## config.mk

```make
export PLATFORM = sky130hd
export DESIGN_NAME = bmp24_stream_decoder_unit
export DESIGN_NICKNAME = d
export VERILOG_FILES = /design/src/bmpd_pkg.sv /design/src/bmpd_front.sv /design/src/bmpd_back.sv /design/src/bmp24_stream_decoder_unit.sv
export SDC_FILE = /design/constraint.sdc
export NUM_CORES = 1
export LEC_CHECK = 0
export CAP_MARGIN = 40
export CORE_AREA = 4 4 204 186
export CTS_BUF_LIST = sky130_fd_sc_hd__clkbuf_4 sky130_fd_sc_hd__clkbuf_8
export DETAILED_ROUTE_END_ITERATION = 8
export DIE_AREA = 0 0 208 190
export DONT_BUFFER_PORTS = 1
export GPL_ROUTABILITY_DRIVEN = 0
export GPL_TIMING_DRIVEN = 0
export PLACE_DENSITY_LB_ADDON = 0.2
export SLEW_MARGIN = 40
export SYNTH_ARGS = -nofsm -noshare
export SYNTH_HDL_FRONTEND = slang
export SYNTH_SLANG_ARGS = --single-unit
```

## constraint.sdc

```tcl
create_clock -name clk -period 5.3 [get_ports clk]
set_input_delay 0.53 -clock clk [delete_from_list [all_inputs] [get_ports clk]]
set_output_delay 0.53 -clock clk [all_outputs]
set_load 0.005 [all_outputs]
```

## src/bmpd_pkg.sv

```systemverilog
// Shared types and constants for the 24-bit bitmap stream decoder.
package bmpd_pkg;

    // Default image dimension width (bits of width and height that are kept).
    localparam int DIM_BITS_DEF = 16;

    // Depth of the queue between the accepting front and the parsing back.
    // Must be a power of two.
    localparam int QUEUE_DEPTH = 4;

    // Fixed header layout: byte index at which each field is complete.
    localparam logic [5:0] HB_MAGIC  = 6'd1;
    localparam logic [5:0] HB_SIZE   = 6'd17;
    localparam logic [5:0] HB_WIDTH  = 6'd21;
    localparam logic [5:0] HB_HEIGHT = 6'd25;
    localparam logic [5:0] HB_PLANES = 6'd27;
    localparam logic [5:0] HB_COMPR  = 6'd33;
    localparam logic [5:0] HB_LAST   = 6'd53;

    localparam logic [15:0] MAGIC_BM    = 16'h4D42;
    localparam logic [31:0] INFO_SIZE   = 32'd40;
    localparam logic [15:0] PLANES_ONE  = 16'd1;
    localparam logic [31:0] COMPR_NONE  = 32'd0;

    typedef enum logic [2:0] {
        STAT_PIXEL      = 3'd0,
        STAT_BAD_MAGIC  = 3'd1,
        STAT_BAD_SIZE   = 3'd2,
        STAT_BAD_PLANES = 3'd3,
        STAT_COMPRESSED = 3'd4,
        STAT_BAD_DIM    = 3'd5,
        STAT_EMPTY      = 3'd6
    } status_t;

    // One queued input beat.
    typedef struct packed {
        logic [7:0] byte_val;
        logic       first;
    } q_item_t;

endpackage

```

## src/bmpd_front.sv

```systemverilog
// Front end: accepts input beats into a short register queue.
module bmpd_front
(
    input  logic              clk,
    input  logic              rst_n,
    input  logic              in_valid,
    output logic              in_stall,
    input  bmpd_pkg::q_item_t in_item,
    output logic              q_valid,
    output bmpd_pkg::q_item_t q_item,
    input  logic              q_pop
);

    localparam int DEPTH = bmpd_pkg::QUEUE_DEPTH;
    localparam int AW    = (DEPTH > 1) ? $clog2(DEPTH) : 1;
    localparam int CW    = $clog2(DEPTH + 1);

    bmpd_pkg::q_item_t mem_reg [DEPTH];
    logic [AW-1:0]     wr_ptr_reg;
    logic [AW-1:0]     rd_ptr_reg;
    logic [CW-1:0]     cnt_reg;
    logic              push;
    logic              pop;

    assign in_stall = (cnt_reg == CW'(DEPTH));
    assign push     = in_valid && !in_stall;
    assign q_valid  = (cnt_reg != '0);
    assign pop      = q_pop && q_valid;
    assign q_item   = mem_reg[rd_ptr_reg];

    always_ff @(posedge clk)
    begin
        if (push)
        begin
            mem_reg[wr_ptr_reg] <= in_item;
        end
    end

    always_ff @(posedge clk or negedge rst_n)
    begin
        if (!rst_n)
        begin
            wr_ptr_reg <= '0;
            rd_ptr_reg <= '0;
            cnt_reg    <= '0;
        end
        else
        begin
            if (push)
            begin
                wr_ptr_reg <= wr_ptr_reg + AW'(1);
            end
            if (pop)
            begin
                rd_ptr_reg <= rd_ptr_reg + AW'(1);
            end
            if (push && !pop)
            begin
                cnt_reg <= cnt_reg + CW'(1);
            end
            else if (!push && pop)
            begin
                cnt_reg <= cnt_reg - CW'(1);
            end
        end
    end

endmodule

```

## src/bmpd_back.sv

```systemverilog
// Back end: header check, pixel assembly, padding skip and output register.
module bmpd_back
#(
    parameter int DIM_BITS = bmpd_pkg::DIM_BITS_DEF
)
(
    input  logic              clk,
    input  logic              rst_n,
    input  logic              q_valid,
    input  bmpd_pkg::q_item_t q_item,
    output logic              q_pop,
    output logic              out_valid,
    input  logic              out_stall,
    output logic [2:0]        status,
    output logic [7:0]        red,
    output logic [7:0]        green,
    output logic [7:0]        blue,
    output logic [15:0]       row,
    output logic [15:0]       column,
    output logic              last
);

    typedef enum logic [1:0] {
        PH_HEADER,
        PH_PIXEL,
        PH_PAD,
        PH_DONE
    } phase_t;

    phase_t                phase_reg, phase_next;
    logic [5:0]            hc_reg, hc_next;
    logic [31:0]           fs_reg, fs_next;
    logic [DIM_BITS-1:0]   width_reg, width_next;
    logic [DIM_BITS-1:0]   height_reg, height_next;
    logic [1:0]            pad_reg, pad_next;
    logic [1:0]            padc_reg, padc_next;
    logic [DIM_BITS-1:0]   row_reg, row_next;
    logic [DIM_BITS-1:0]   col_reg, col_next;
    logic [1:0]            ti_reg, ti_next;
    logic [7:0]            hblue_reg, hblue_next;
    logic [7:0]            hgreen_reg, hgreen_next;

    logic                  ov_reg, ov_next;
    bmpd_pkg::status_t     st_reg, st_next;
    logic [7:0]            r_reg, r_next;
    logic [7:0]            g_reg, g_next;
    logic [7:0]            b_reg, b_next;
    logic [15:0]           orow_reg, orow_next;
    logic [15:0]           ocol_reg, ocol_next;
    logic                  olast_reg, olast_next;

    // Per-beat working values
    phase_t                ph;
    logic [5:0]            hc;
    logic [31:0]           fs_new;
    logic                  has_res;
    bmpd_pkg::status_t     res_st;
    logic [7:0]            res_r;
    logic [7:0]            res_g;
    logic [7:0]            res_b;
    logic [15:0]           res_row;
    logic [15:0]           res_col;
    logic                  res_last;
    logic                  out_free;
    logic                  advance;
    logic                  col_end;

    assign out_valid = ov_reg;
    assign status    = st_reg;
    assign red       = r_reg;
    assign green     = g_reg;
    assign blue      = b_reg;
    assign row       = orow_reg;
    assign column    = ocol_reg;
    assign last      = olast_reg;

    always_comb
    begin
        phase_next  = phase_reg;
        hc_next     = hc_reg;
        fs_next     = fs_reg;
        width_next  = width_reg;
        height_next = height_reg;
        pad_next    = pad_reg;
        padc_next   = padc_reg;
        row_next    = row_reg;
        col_next    = col_reg;
        ti_next     = ti_reg;
        hblue_next  = hblue_reg;
        hgreen_next = hgreen_reg;

        has_res  = 1'b0;
        res_st   = bmpd_pkg::STAT_PIXEL;
        res_r    = '0;
        res_g    = '0;
        res_b    = '0;
        res_row  = '0;
        res_col  = '0;
        res_last = 1'b1;

        // first restarts the header parse before this beat is used
        ph     = q_item.first ? PH_HEADER : phase_reg;
        hc     = q_item.first ? 6'd0 : hc_reg;
        fs_new = {q_item.byte_val, (q_item.first ? 24'd0 : fs_reg[31:8])};
        if (q_item.first)
        begin
            ti_next = 2'd0;
        end
        col_end = (col_reg == width_reg - DIM_BITS'(1));

        unique case (ph)
            PH_HEADER:
            begin
                phase_next = PH_HEADER;
                fs_next    = fs_new;
                hc_next    = hc + 6'd1;
                priority if (hc == bmpd_pkg::HB_MAGIC && fs_new[31:16] != bmpd_pkg::MAGIC_BM)
                begin
                    has_res = 1'b1;
                    res_st  = bmpd_pkg::STAT_BAD_MAGIC;
                end
                else if (hc == bmpd_pkg::HB_SIZE && fs_new != bmpd_pkg::INFO_SIZE)
                begin
                    has_res = 1'b1;
                    res_st  = bmpd_pkg::STAT_BAD_SIZE;
                end
                else if (hc == bmpd_pkg::HB_WIDTH || hc == bmpd_pkg::HB_HEIGHT)
                begin
                    // negative or wider than DIM_BITS
                    if ((fs_new >> DIM_BITS) != 32'd0)
                    begin
                        has_res = 1'b1;
                        res_st  = bmpd_pkg::STAT_BAD_DIM;
                    end
                    else if (hc == bmpd_pkg::HB_WIDTH)
                    begin
                        width_next = fs_new[DIM_BITS-1:0];
                    end
                    else
                    begin
                        height_next = fs_new[DIM_BITS-1:0];
                    end
                end
                else if (hc == bmpd_pkg::HB_PLANES && fs_new[31:16] != bmpd_pkg::PLANES_ONE)
                begin
                    has_res = 1'b1;
                    res_st  = bmpd_pkg::STAT_BAD_PLANES;
                end
                else if (hc == bmpd_pkg::HB_COMPR && fs_new != bmpd_pkg::COMPR_NONE)
                begin
                    has_res = 1'b1;
                    res_st  = bmpd_pkg::STAT_COMPRESSED;
                end
                else if (hc == bmpd_pkg::HB_LAST)
                begin
                    // row length 3*w, so padding to a word is w mod 4
                    pad_next = width_reg[1:0];
                    if (width_reg == '0 || height_reg == '0)
                    begin
                        has_res = 1'b1;
                        res_st  = bmpd_pkg::STAT_EMPTY;
                    end
                    else
                    begin
                        phase_next = PH_PIXEL;
                        row_next   = height_reg - DIM_BITS'(1);
                        col_next   = '0;
                        ti_next    = 2'd0;
                        padc_next  = 2'd0;
                    end
                end
                else
                begin
                    has_res = 1'b0;
                end
                if (has_res)
                begin
                    phase_next = PH_DONE;
                end
            end
            PH_PIXEL:
            begin
                unique case (ti_reg)
                    2'd0:
                    begin
                        hblue_next = q_item.byte_val;
                        ti_next    = 2'd1;
                    end
                    2'd1:
                    begin
                        hgreen_next = q_item.byte_val;
                        ti_next     = 2'd2;
                    end
                    default:
                    begin
                        ti_next  = 2'd0;
                        has_res  = 1'b1;
                        res_st   = bmpd_pkg::STAT_PIXEL;
                        res_r    = q_item.byte_val;
                        res_g    = hgreen_reg;
                        res_b    = hblue_reg;
                        res_row  = 16'(row_reg);
                        res_col  = 16'(col_reg);
                        res_last = (row_reg == '0) && col_end;
                        if (col_end)
                        begin
                            col_next = '0;
                            if (pad_reg != 2'd0)
                            begin
                                phase_next = PH_PAD;
                                padc_next  = 2'd0;
                            end
                            else if (row_reg == '0)
                            begin
                                phase_next = PH_DONE;
                            end
                            else
                            begin
                                row_next = row_reg - DIM_BITS'(1);
                            end
                        end
                        else
                        begin
                            col_next = col_reg + DIM_BITS'(1);
                        end
                    end
                endcase
            end
            PH_PAD:
            begin
                padc_next = padc_reg + 2'd1;
                if (padc_next >= pad_reg)
                begin
                    if (row_reg == '0)
                    begin
                        phase_next = PH_DONE;
                    end
                    else
                    begin
                        row_next   = row_reg - DIM_BITS'(1);
                        phase_next = PH_PIXEL;
                    end
                end
            end
            default:
            begin
                phase_next = PH_DONE;
            end
        endcase

        // Output register: drains when taken, reloads in the same cycle
        out_free = !ov_reg || !out_stall;
        advance  = q_valid && (!has_res || out_free);
        q_pop    = advance;

        ov_next    = ov_reg && out_stall;
        st_next    = st_reg;
        r_next     = r_reg;
        g_next     = g_reg;
        b_next     = b_reg;
        orow_next  = orow_reg;
        ocol_next  = ocol_reg;
        olast_next = olast_reg;

        if (advance && has_res)
        begin
            ov_next    = 1'b1;
            st_next    = res_st;
            r_next     = res_r;
            g_next     = res_g;
            b_next     = res_b;
            orow_next  = res_row;
            ocol_next  = res_col;
            olast_next = res_last;
        end

        if (!advance)
        begin
            phase_next  = phase_reg;
            hc_next     = hc_reg;
            fs_next     = fs_reg;
            width_next  = width_reg;
            height_next = height_reg;
            pad_next    = pad_reg;
            padc_next   = padc_reg;
            row_next    = row_reg;
            col_next    = col_reg;
            ti_next     = ti_reg;
            hblue_next  = hblue_reg;
            hgreen_next = hgreen_reg;
        end
    end

    always_ff @(posedge clk or negedge rst_n)
    begin
        if (!rst_n)
        begin
            phase_reg  <= PH_HEADER;
            hc_reg     <= '0;
            fs_reg     <= '0;
            width_reg  <= '0;
            height_reg <= '0;
            pad_reg    <= '0;
            padc_reg   <= '0;
            row_reg    <= '0;
            col_reg    <= '0;
            ti_reg     <= '0;
            hblue_reg  <= '0;
            hgreen_reg <= '0;
            ov_reg     <= 1'b0;
            st_reg     <= bmpd_pkg::STAT_PIXEL;
            r_reg      <= '0;
            g_reg      <= '0;
            b_reg      <= '0;
            orow_reg   <= '0;
            ocol_reg   <= '0;
            olast_reg  <= 1'b0;
        end
        else
        begin
            phase_reg  <= phase_next;
            hc_reg     <= hc_next;
            fs_reg     <= fs_next;
            width_reg  <= width_next;
            height_reg <= height_next;
            pad_reg    <= pad_next;
            padc_reg   <= padc_next;
            row_reg    <= row_next;
            col_reg    <= col_next;
            ti_reg     <= ti_next;
            hblue_reg  <= hblue_next;
            hgreen_reg <= hgreen_next;
            ov_reg     <= ov_next;
            st_reg     <= st_next;
            r_reg      <= r_next;
            g_reg      <= g_next;
            b_reg      <= b_next;
            orow_reg   <= orow_next;
            ocol_reg   <= ocol_next;
            olast_reg  <= olast_next;
        end
    end

endmodule

```

## src/bmp24_stream_decoder_unit.sv

```systemverilog
// Top level of the 24-bit bitmap stream decoder.
//
//  channel | dir | handshake             | payload
//  --------+-----+-----------------------+--------------------------------------------
//  byte    | in  | byte_valid/byte_stall | byte_in, first
//  pix     | out | pix_valid/pix_stall   | status, red, green, blue, row, column, last
//
// One byte beat per clock while not full; a pixel beat leaves every third pixel byte.
// A byte is registered in the queue, then its result in the pix_valid output register.
// Rate is set by the back-end parser: one byte per cycle unless a result stalls.
// rst_n clears queue pointers, parser state and the output valid; no clearing pass.
// pix_stall holds the output register; the 4-entry queue keeps accepting until full.
module bmp24_stream_decoder_unit
#(
    parameter int DIM_BITS = bmpd_pkg::DIM_BITS_DEF
)
(
    input  logic        clk,
    input  logic        rst_n,

    // byte stream
    input  logic        byte_valid,
    output logic        byte_stall,
    input  logic [7:0]  byte_in,
    input  logic        first,

    // pixel / status results
    output logic        pix_valid,
    input  logic        pix_stall,
    output logic [2:0]  status,
    output logic [7:0]  red,
    output logic [7:0]  green,
    output logic [7:0]  blue,
    output logic [15:0] row,
    output logic [15:0] column,
    output logic        last
);

    bmpd_pkg::q_item_t in_item;
    bmpd_pkg::q_item_t q_item;
    logic              q_valid;
    logic              q_pop;

    assign in_item.byte_val = byte_in;
    assign in_item.first    = first;

    // Front: takes beats, buffers them so the parser can stall on its own.
    bmpd_front u_front
    (
        .clk      (clk),
        .rst_n    (rst_n),
        .in_valid (byte_valid),
        .in_stall (byte_stall),
        .in_item  (in_item),
        .q_valid  (q_valid),
        .q_item   (q_item),
        .q_pop    (q_pop)
    );

    // Back: header checks, BGR gather, padding skip, registered result.
    bmpd_back
    #(
        .DIM_BITS (DIM_BITS)
    )
    u_back
    (
        .clk       (clk),
        .rst_n     (rst_n),
        .q_valid   (q_valid),
        .q_item    (q_item),
        .q_pop     (q_pop),
        .out_valid (pix_valid),
        .out_stall (pix_stall),
        .status    (status),
        .red       (red),
        .green     (green),
        .blue      (blue),
        .row       (row),
        .column    (column),
        .last      (last)
    );

endmodule

```

## Word-level counts from Yosys, hierarchy flattened

Memory sizes are Yosys's and may differ from the RTL's.
Cells that the tools add are included.

| storage, ports and cells | value |
|---|---|
| ROM bits | 0 |
| memory bits (writable) | 36 |
| register bits | 194 |
| word-level logic and storage cells | 214 |
| bits in latches | 0 |
| input bits | 13 |
| output and inout port bits | 62 |
| memories | 1 |

| cells by class | value |
|---|---|
| shift-type cells | 0 |
| add/sub/neg operators | 10 |
| eq/ne operators | 28 |
| magnitude comparators | 1 |
| mux-type cells | 99 |
| reduce and logical (&&, ||, !) cells | 45 |
| bitwise logic cells | 7 |
| $mul | 0 |
| div/mod/pow operators | 0 |

Memory list:

| name | depth | width | read ports | clocked after memory_dff | wr ports | line | RTL |
|---|---|---|---|---|---|---|---|
| u_front.mem_reg | 4 | 9 | 1 | 0 | 1 | bmpd_front.sv:18 | `bmpd_pkg::q_item_t mem_reg [DEPTH];` |

Operators with widths:

| cell | number |
|---|---|
| $mux W16 | 25 |
| $mux W2 | 32 |
| $reduce_bool A32 Y1 | 2 |
| $logic_not A16 Y1 | 3 |
| $mux W8 | 6 |
| $pmux W16 S3 | 1 |
| $sub A16 B1 Y16 const B | 3 |
| $mux W3 | 11 |
| $ne A32 B6 Y1 const B | 1 |
| $pmux W16 S2 | 1 |
| $eq A6 B5 Y1 const B | 4 |
| $mux W24 | 1 |
| $add A16 B1 Y16 const B | 1 |
| $eq A16 B16 Y1 | 1 |
| $mux W1 | 16 |
| $ne A16 B1 Y1 const B | 1 |
| $ne A16 B15 Y1 const B | 1 |
| $ne A2 B2 Y1 const B | 8 |
| $reduce_and A7 Y1 | 2 |
| $reduce_and A13 Y1 | 1 |
| $eq A6 B6 Y1 const B | 2 |
| $logic_and A1 B1 Y1 | 12 |
| $pmux W2 S3 | 2 |
| $reduce_and A12 Y1 | 1 |
| other kinds (26) | 52 |

## Longest topological paths before layout

| depth | value |
|---|---|
| word-level depth | 18 |
| depth in mapped cells | 20 |
| mapped depth without buffers | 18 |

## Hierarchy

Synthesis repeated with hierarchy kept, for this count alone.

| second synthesis, totals | value |
|---|---|
| cell total of the unflattened synthesis | 970 |
| area total of the unflattened synthesis | 10762.8 um^2 |

Modules (own cells, without submodules):

| module | cells each | instances | area each (um^2) | sequential area each (um^2) |
|---|---|---|---|---|
| bmpd_back | 888 | 1 | 9026.2 | 4479.3 |
| bmpd_front | 82 | 1 | 1736.7 | 1256.2 |

## Least setup slack after synthesis

No wires, ideal clock.

| path | value |
|---|---|
| path kind | flip-flop to flip-flop |
| start point | register u_front.rd_ptr_reg[1] |
| end point | register u_back.row_reg[13] |
| library setup time | 104 ps |
| clock period less this slack | 4706 ps |
| data required time | 5196 ps |
| setup slack | 594 ps |
| arrival | 4602 ps |
| stages on the path, launching flop included | 17 |
| path buffers | 5 |
| cell sequence | dfrtp_1 > buf_1 > mux2i_1 > mux2_2 > clkbuf_1 > buf_1 > nand2_1 > ha_1 > clkbuf_1 > mux2i_1 > o2111ai_1 > or2_2 > clkbuf_1 > or3_1 > nor4b_1 > xnor2_1 > a221oi_1 |

| between the ends | value |
|---|---|
| cells in the longest elaborated chain, start to end | 15 |
| elaborated cells on any way between the ends | 50 |
| classes of those cells | eq/ne: 23; mux: 13; reduce/logical: 13; memory: 1 |

RTL lines:

| item | line | RTL |
|---|---|---|
| start: declaration | bmpd_front.sv:20 | `logic [AW-1:0] rd_ptr_reg;` |
| start signal: assignment | bmpd_front.sv:55 | `rd_ptr_reg <= rd_ptr_reg + AW'(1);` |
| $mem_v2 Z4 W9 (*) | -- |  |
| $mux W24 / $mux W6 (equally long branches) | bmpd_back.sv:104, bmpd_back.sv:103 |  |
| $reduce_bool A32 Y1 (tied with other cells) | bmpd_back.sv:149 | `else if (hc == bmpd_pkg::HB_COMPR && fs_new != bmpd_pkg::COMPR_NONE)` |
| $logic_and A1 B1 Y1 / $mux W1 (equally long branches) | bmpd_back.sv:149, bmpd_back.sv:154 |  |
| $mux W1 | bmpd_back.sv:149 |  |
| $mux W1 | bmpd_back.sv:144 | `else if (hc == bmpd_pkg::HB_PLANES && fs_new[31:16] != bmpd_pkg::PLANES_ONE)` |
| $mux W1 | bmpd_back.sv:127 | `else if (hc == bmpd_pkg::HB_WIDTH \|\| hc == bmpd_pkg::HB_HEIGHT)` |
| $mux W1 | bmpd_back.sv:122 | `else if (hc == bmpd_pkg::HB_SIZE && fs_new != bmpd_pkg::INFO_SIZE)` |
| $mux W1 | bmpd_back.sv:117 | `priority if (hc == bmpd_pkg::HB_MAGIC && fs_new[31:16] != bmpd_pkg::MAGIC_BM)` |
| $mux W1 | bmpd_back.sv:111 | `unique case (ph)` |
| $pmux W1 S2 | bmpd_back.sv:111 |  |
| $logic_not A1 Y1 | bmpd_back.sv:253 | `advance = q_valid && (!has_res \|\| out_free);` |
| $logic_or A1 B1 Y1 | bmpd_back.sv:253 |  |
| $logic_and A1 B1 Y1 | bmpd_back.sv:253 |  |
| $reduce_and A13 Y1 (no line) | -- |  |
| end signal: assignment | bmpd_back.sv:328 | `row_reg <= row_next;` |
| end: declaration | bmpd_back.sv:37 | `logic [DIM_BITS-1:0] row_reg, row_next;` |

Mark *: on every way between the ends. The rest lies on a longest branch, timed or not. The select of a mux whose other input is x is not followed.
A chain may end at the register's enable or synchronous reset.

## Final worst setup path

| path | value |
|---|---|
| start point | register u_front.rd_ptr_reg[0] |
| end point | register u_back.row_reg[13] |

The elaborated chain is that of the path after synthesis.

==> out/metrics.yaml <==
dieArea_mm2: 0.03952
p_per_area_mw_per_mm2: 518.4
synth_fp_nets: 1025
cts_tree: "built"
largest_register_ffs: 36
synth_cell_type_count: 68
cts.sink_count: 222
crit_path_max_fanout: 10
fillCellCount: 3709
port_buffers: 0
row_count: 66
synthToLayoutAreaGrowth_pct: 14.69
synth_flop_cell: "dfrtp_1"
maxSlewViolCount: 0
fmax_ghz: 0.2021
clockBufferDepth: 3
finalSetupViolCount: 0
grt_pass1_wl_mm: 47.00
yosysSeqAreaShare: 0.5397
dp.cells: 1472
grt_use_total: 0.1499
finalHoldViolCount: 0
rsz0062_at_grt: "yes"
vdd_drop_max_mv: 0.2240
drt_pass1_iterations: 5
avgRoutedWirePerCell_um: 19.27
yosysWarnings: 0
synth_cells: 994
vias: 7691
n_antenna_cell: 0
worstMarginPinSlew_ns: 0.7611
fp.dieH_um: 190
routed_wl_mm: 29.81
start_kind: "flop"
io_pins: 75
maxSlewHeadroom: 0.4926
status: "finished, final reports clean"
yosys_register_bits: 222
synth_edf_count: 36
worstPathRequired_ns: 5.76
synth.avg_cell_area_um2: 10.69
fin_nets: 1073
cts_made_buffers: 40
drt_iter0_markers: 514
synth_area_mm2: 0.01063
fin_cells: 1547
max-cap-violations: 0
cts-root-buf: "clkbuf_8"
drc: 0
via_per_inst: 4.972
grt_pass1_vias: 7721
grt_max_degree: 187
drtAntennaViolNets: 0
clk-insertion-delay-late_ns: 0.57
drive_above_1_share: 0.1251
cts.reportedPaths.clkPinSlew_ns: 0.06
multi_input_area_mm2: 0.004564
post-dp-hpwl_mm: 20.78
power_leakage_nw: 5.345
core_mm2: 0.03584
endpoint_kind: "flop"
synthArstFlopShare: 0.8378
floorplan.initialDensity: 0.2965
arrival_ns: 5.40
crit_type: "reg -> reg"
min_path_type: "in -> reg"
regArea_mm2: 0.005736
min_period_ns: 4.947
skew_ns: 0.02352
tns_ns: 0
cts.htree.levels: 2
overflow: 0
antenna_found_initial: 0
fp.dieW_um: 208
finalCritPeriodShare: 0.9334
==> cell usage in the layout, fill, tap and decap left out, drive strengths merged, types with 5 or more instances in the layout <==
| cell | n |
|---|---|
| dfrtp | 186 |
| nand2 | 140 |
| clkbuf | 106 |
| nor2 | 61 |
| o21ai | 59 |
| a22o | 57 |
| inv | 37 |
| edfxtp | 36 |
| nand3 | 35 |
| xnor2 | 28 |
| mux2i | 26 |
| nor3 | 24 |
| xor2 | 23 |
| a21oi | 23 |
| mux2 | 22 |
| ha | 17 |
| nor4 | 15 |
| buf | 14 |
| nand4 | 13 |
| and2 | 11 |
| nor2b | 9 |
| mux4 | 9 |
| nand2b | 9 |
| and3 | 9 |
| clkinv | 9 |
| or3 | 6 |
| or4 | 6 |
| a221oi | 6 |
| a2111oi | 6 |
| nor4b | 5 |
==> metal layers <==
| layer | vias to the layer above | routed length (um) | global-route usage |
|---|---|---|---|
| met5 | - | 0 | 0 |
| met4 | 0 | 457 | 0.03663 |
| met3 | 41 | 1417 | 0.03314 |
| met2 | 146 | 13770 | 0.2367 |
| met1 | 3820 | 14170 | 0.2113 |
| li1 | 3684 | - | - |
==> power breakdown <==
group / internal [mW] / switching (mW) / total [mW] / leakage, nW
registers: 2.11 / 0.287 / 2.40 / 2.72
clock network: 0.958 / 0.742 / 1.70 / 0.433
logic: 0.733 / 1.49 / 2.22 / 2.19
==> path summary, 6_finish.rpt <==
check	end	cells past startpoint	slack, ns	startpoint
setup / recovery	u_back.row_reg[13]	14	0.35	u_front.rd_ptr_reg[0]
hold reg to reg	u_back.blue[2]	1	0.48	u_back.hblue_reg[2]
min in group asynchronous	u_back.row[14]	2	0.60	rst_n
hold / removal	u_front.mem_reg[0][6]	0	0.07	byte_in[5]
max in group asynchronous	u_back.red[5]	3	3.85	rst_n
setup reg to reg	u_back.row_reg[13]	14	0.35	u_front.rd_ptr_reg[0]
==> logic make-up after synthesis <==
logic type               after synthesis  synth area share
adder cells (fa/ha/maj)               18           0.02190
AO/OA/AOI/OAI                        188            0.1249
buffers and inverters                 94           0.03473
multiplexers                          57           0.06687
AND/OR/NAND/NOR                      363            0.1678
flip-flops                           222            0.5397
XOR/XNOR                              52           0.04415
==> critical path, stage by stage (launching register included) <==
cell	delay (ns)
dfrtp_1	0.43
mux4_2	0.62
clkbuf_1	0.28
nor2b_1	0.28
ha_1	0.24
nand2_1	0.12
nor4b_2	0.44
o311ai_1	0.30
a21oi_1	0.36
and3_1	0.20
clkbuf_1	0.47
and2_0	0.46
clkbuf_2	0.36
nor2_1	0.07
a221oi_1	0.21
==> per-stage QoR <==
stage / util / power, mW / setup WS (ns) / instance area (um2) / hold slack, ns
detailed placement: 0.3135 / 4.612 / -0.6262 / 11230 / 0.2404
global placement: 0.3132 / 4.584 / -0.6647 / 11220 / 0.2397
finish: 0.3401 / 6.319 / 0.3528 / 12190 / 0.07074
floorplan: - / 3.851 / 0.5939 / 10630 / 0.2344
global route: 0.3401 / 6.786 / -0.01518 / 12190 / 0.02517
CTS: 0.3380 / 6.394 / 0.02403 / 12120 / 0.02582
==> layout make-up <==
cell class | instances | area share
buffer | 56 | 0.01971
multi-input combinational | 678 | 0.3745
inverter | 37 | 0.01139
sequential | 222 | 0.4705
clock inverter | 13 | 0.009341
timing repair buffer | 7 | 0.007391
clock buffer | 58 | 0.05830
tap | 476 | 0.04886
==> what timing repair did <==
item	4_1_cts	5_1_grt
hold endpoints to repair	186	95
hold buffers	1	1
buffers inserted	0	2
setup endpoints to repair	52	75
cloned	0	0
pin swaps	0	1
resized for setup	8	12
==> synth_stat cells (all sizes together), types with 3 or more instances <==
master | instances | area [um2]
nand3 | 35 | 175.2
and2 | 11 | 68.82
nand3b | 3 | 22.52
nor3b | 3 | 22.52
a21o | 3 | 22.52
mux4 | 9 | 202.7
and3 | 9 | 56.30
a2111oi | 6 | 53.80
nor4 | 15 | 123.9
a21oi | 23 | 115.1
o211ai | 3 | 22.52
inv | 37 | 138.9
xor2 | 23 | 201.4
a211oi | 4 | 30.03
o21ai | 59 | 295.3
nand2b | 9 | 56.30
o31ai | 3 | 22.52
nor2b | 9 | 56.30
a221oi | 6 | 52.55
o2111ai | 3 | 26.28
nor4b | 5 | 43.79
edfxtp | 36 | 1081
ha | 17 | 212.7
or3 | 6 | 37.54
nor2 | 61 | 229.0
and4 | 3 | 26.28
nand2 | 140 | 525.5
or4 | 6 | 45.04
mux2 | 22 | 247.7
clkbuf | 47 | 176.4
mux2i | 26 | 260.3
buf | 10 | 53.79
nor3 | 24 | 120.1
a31oi | 4 | 31.28
dfrtp | 186 | 4654
xnor2 | 28 | 245.2
nand4 | 13 | 81.33
or2 | 4 | 25.02
a22o | 57 | 499.2
Note: power is estimated with default switching activity, not from simulation.
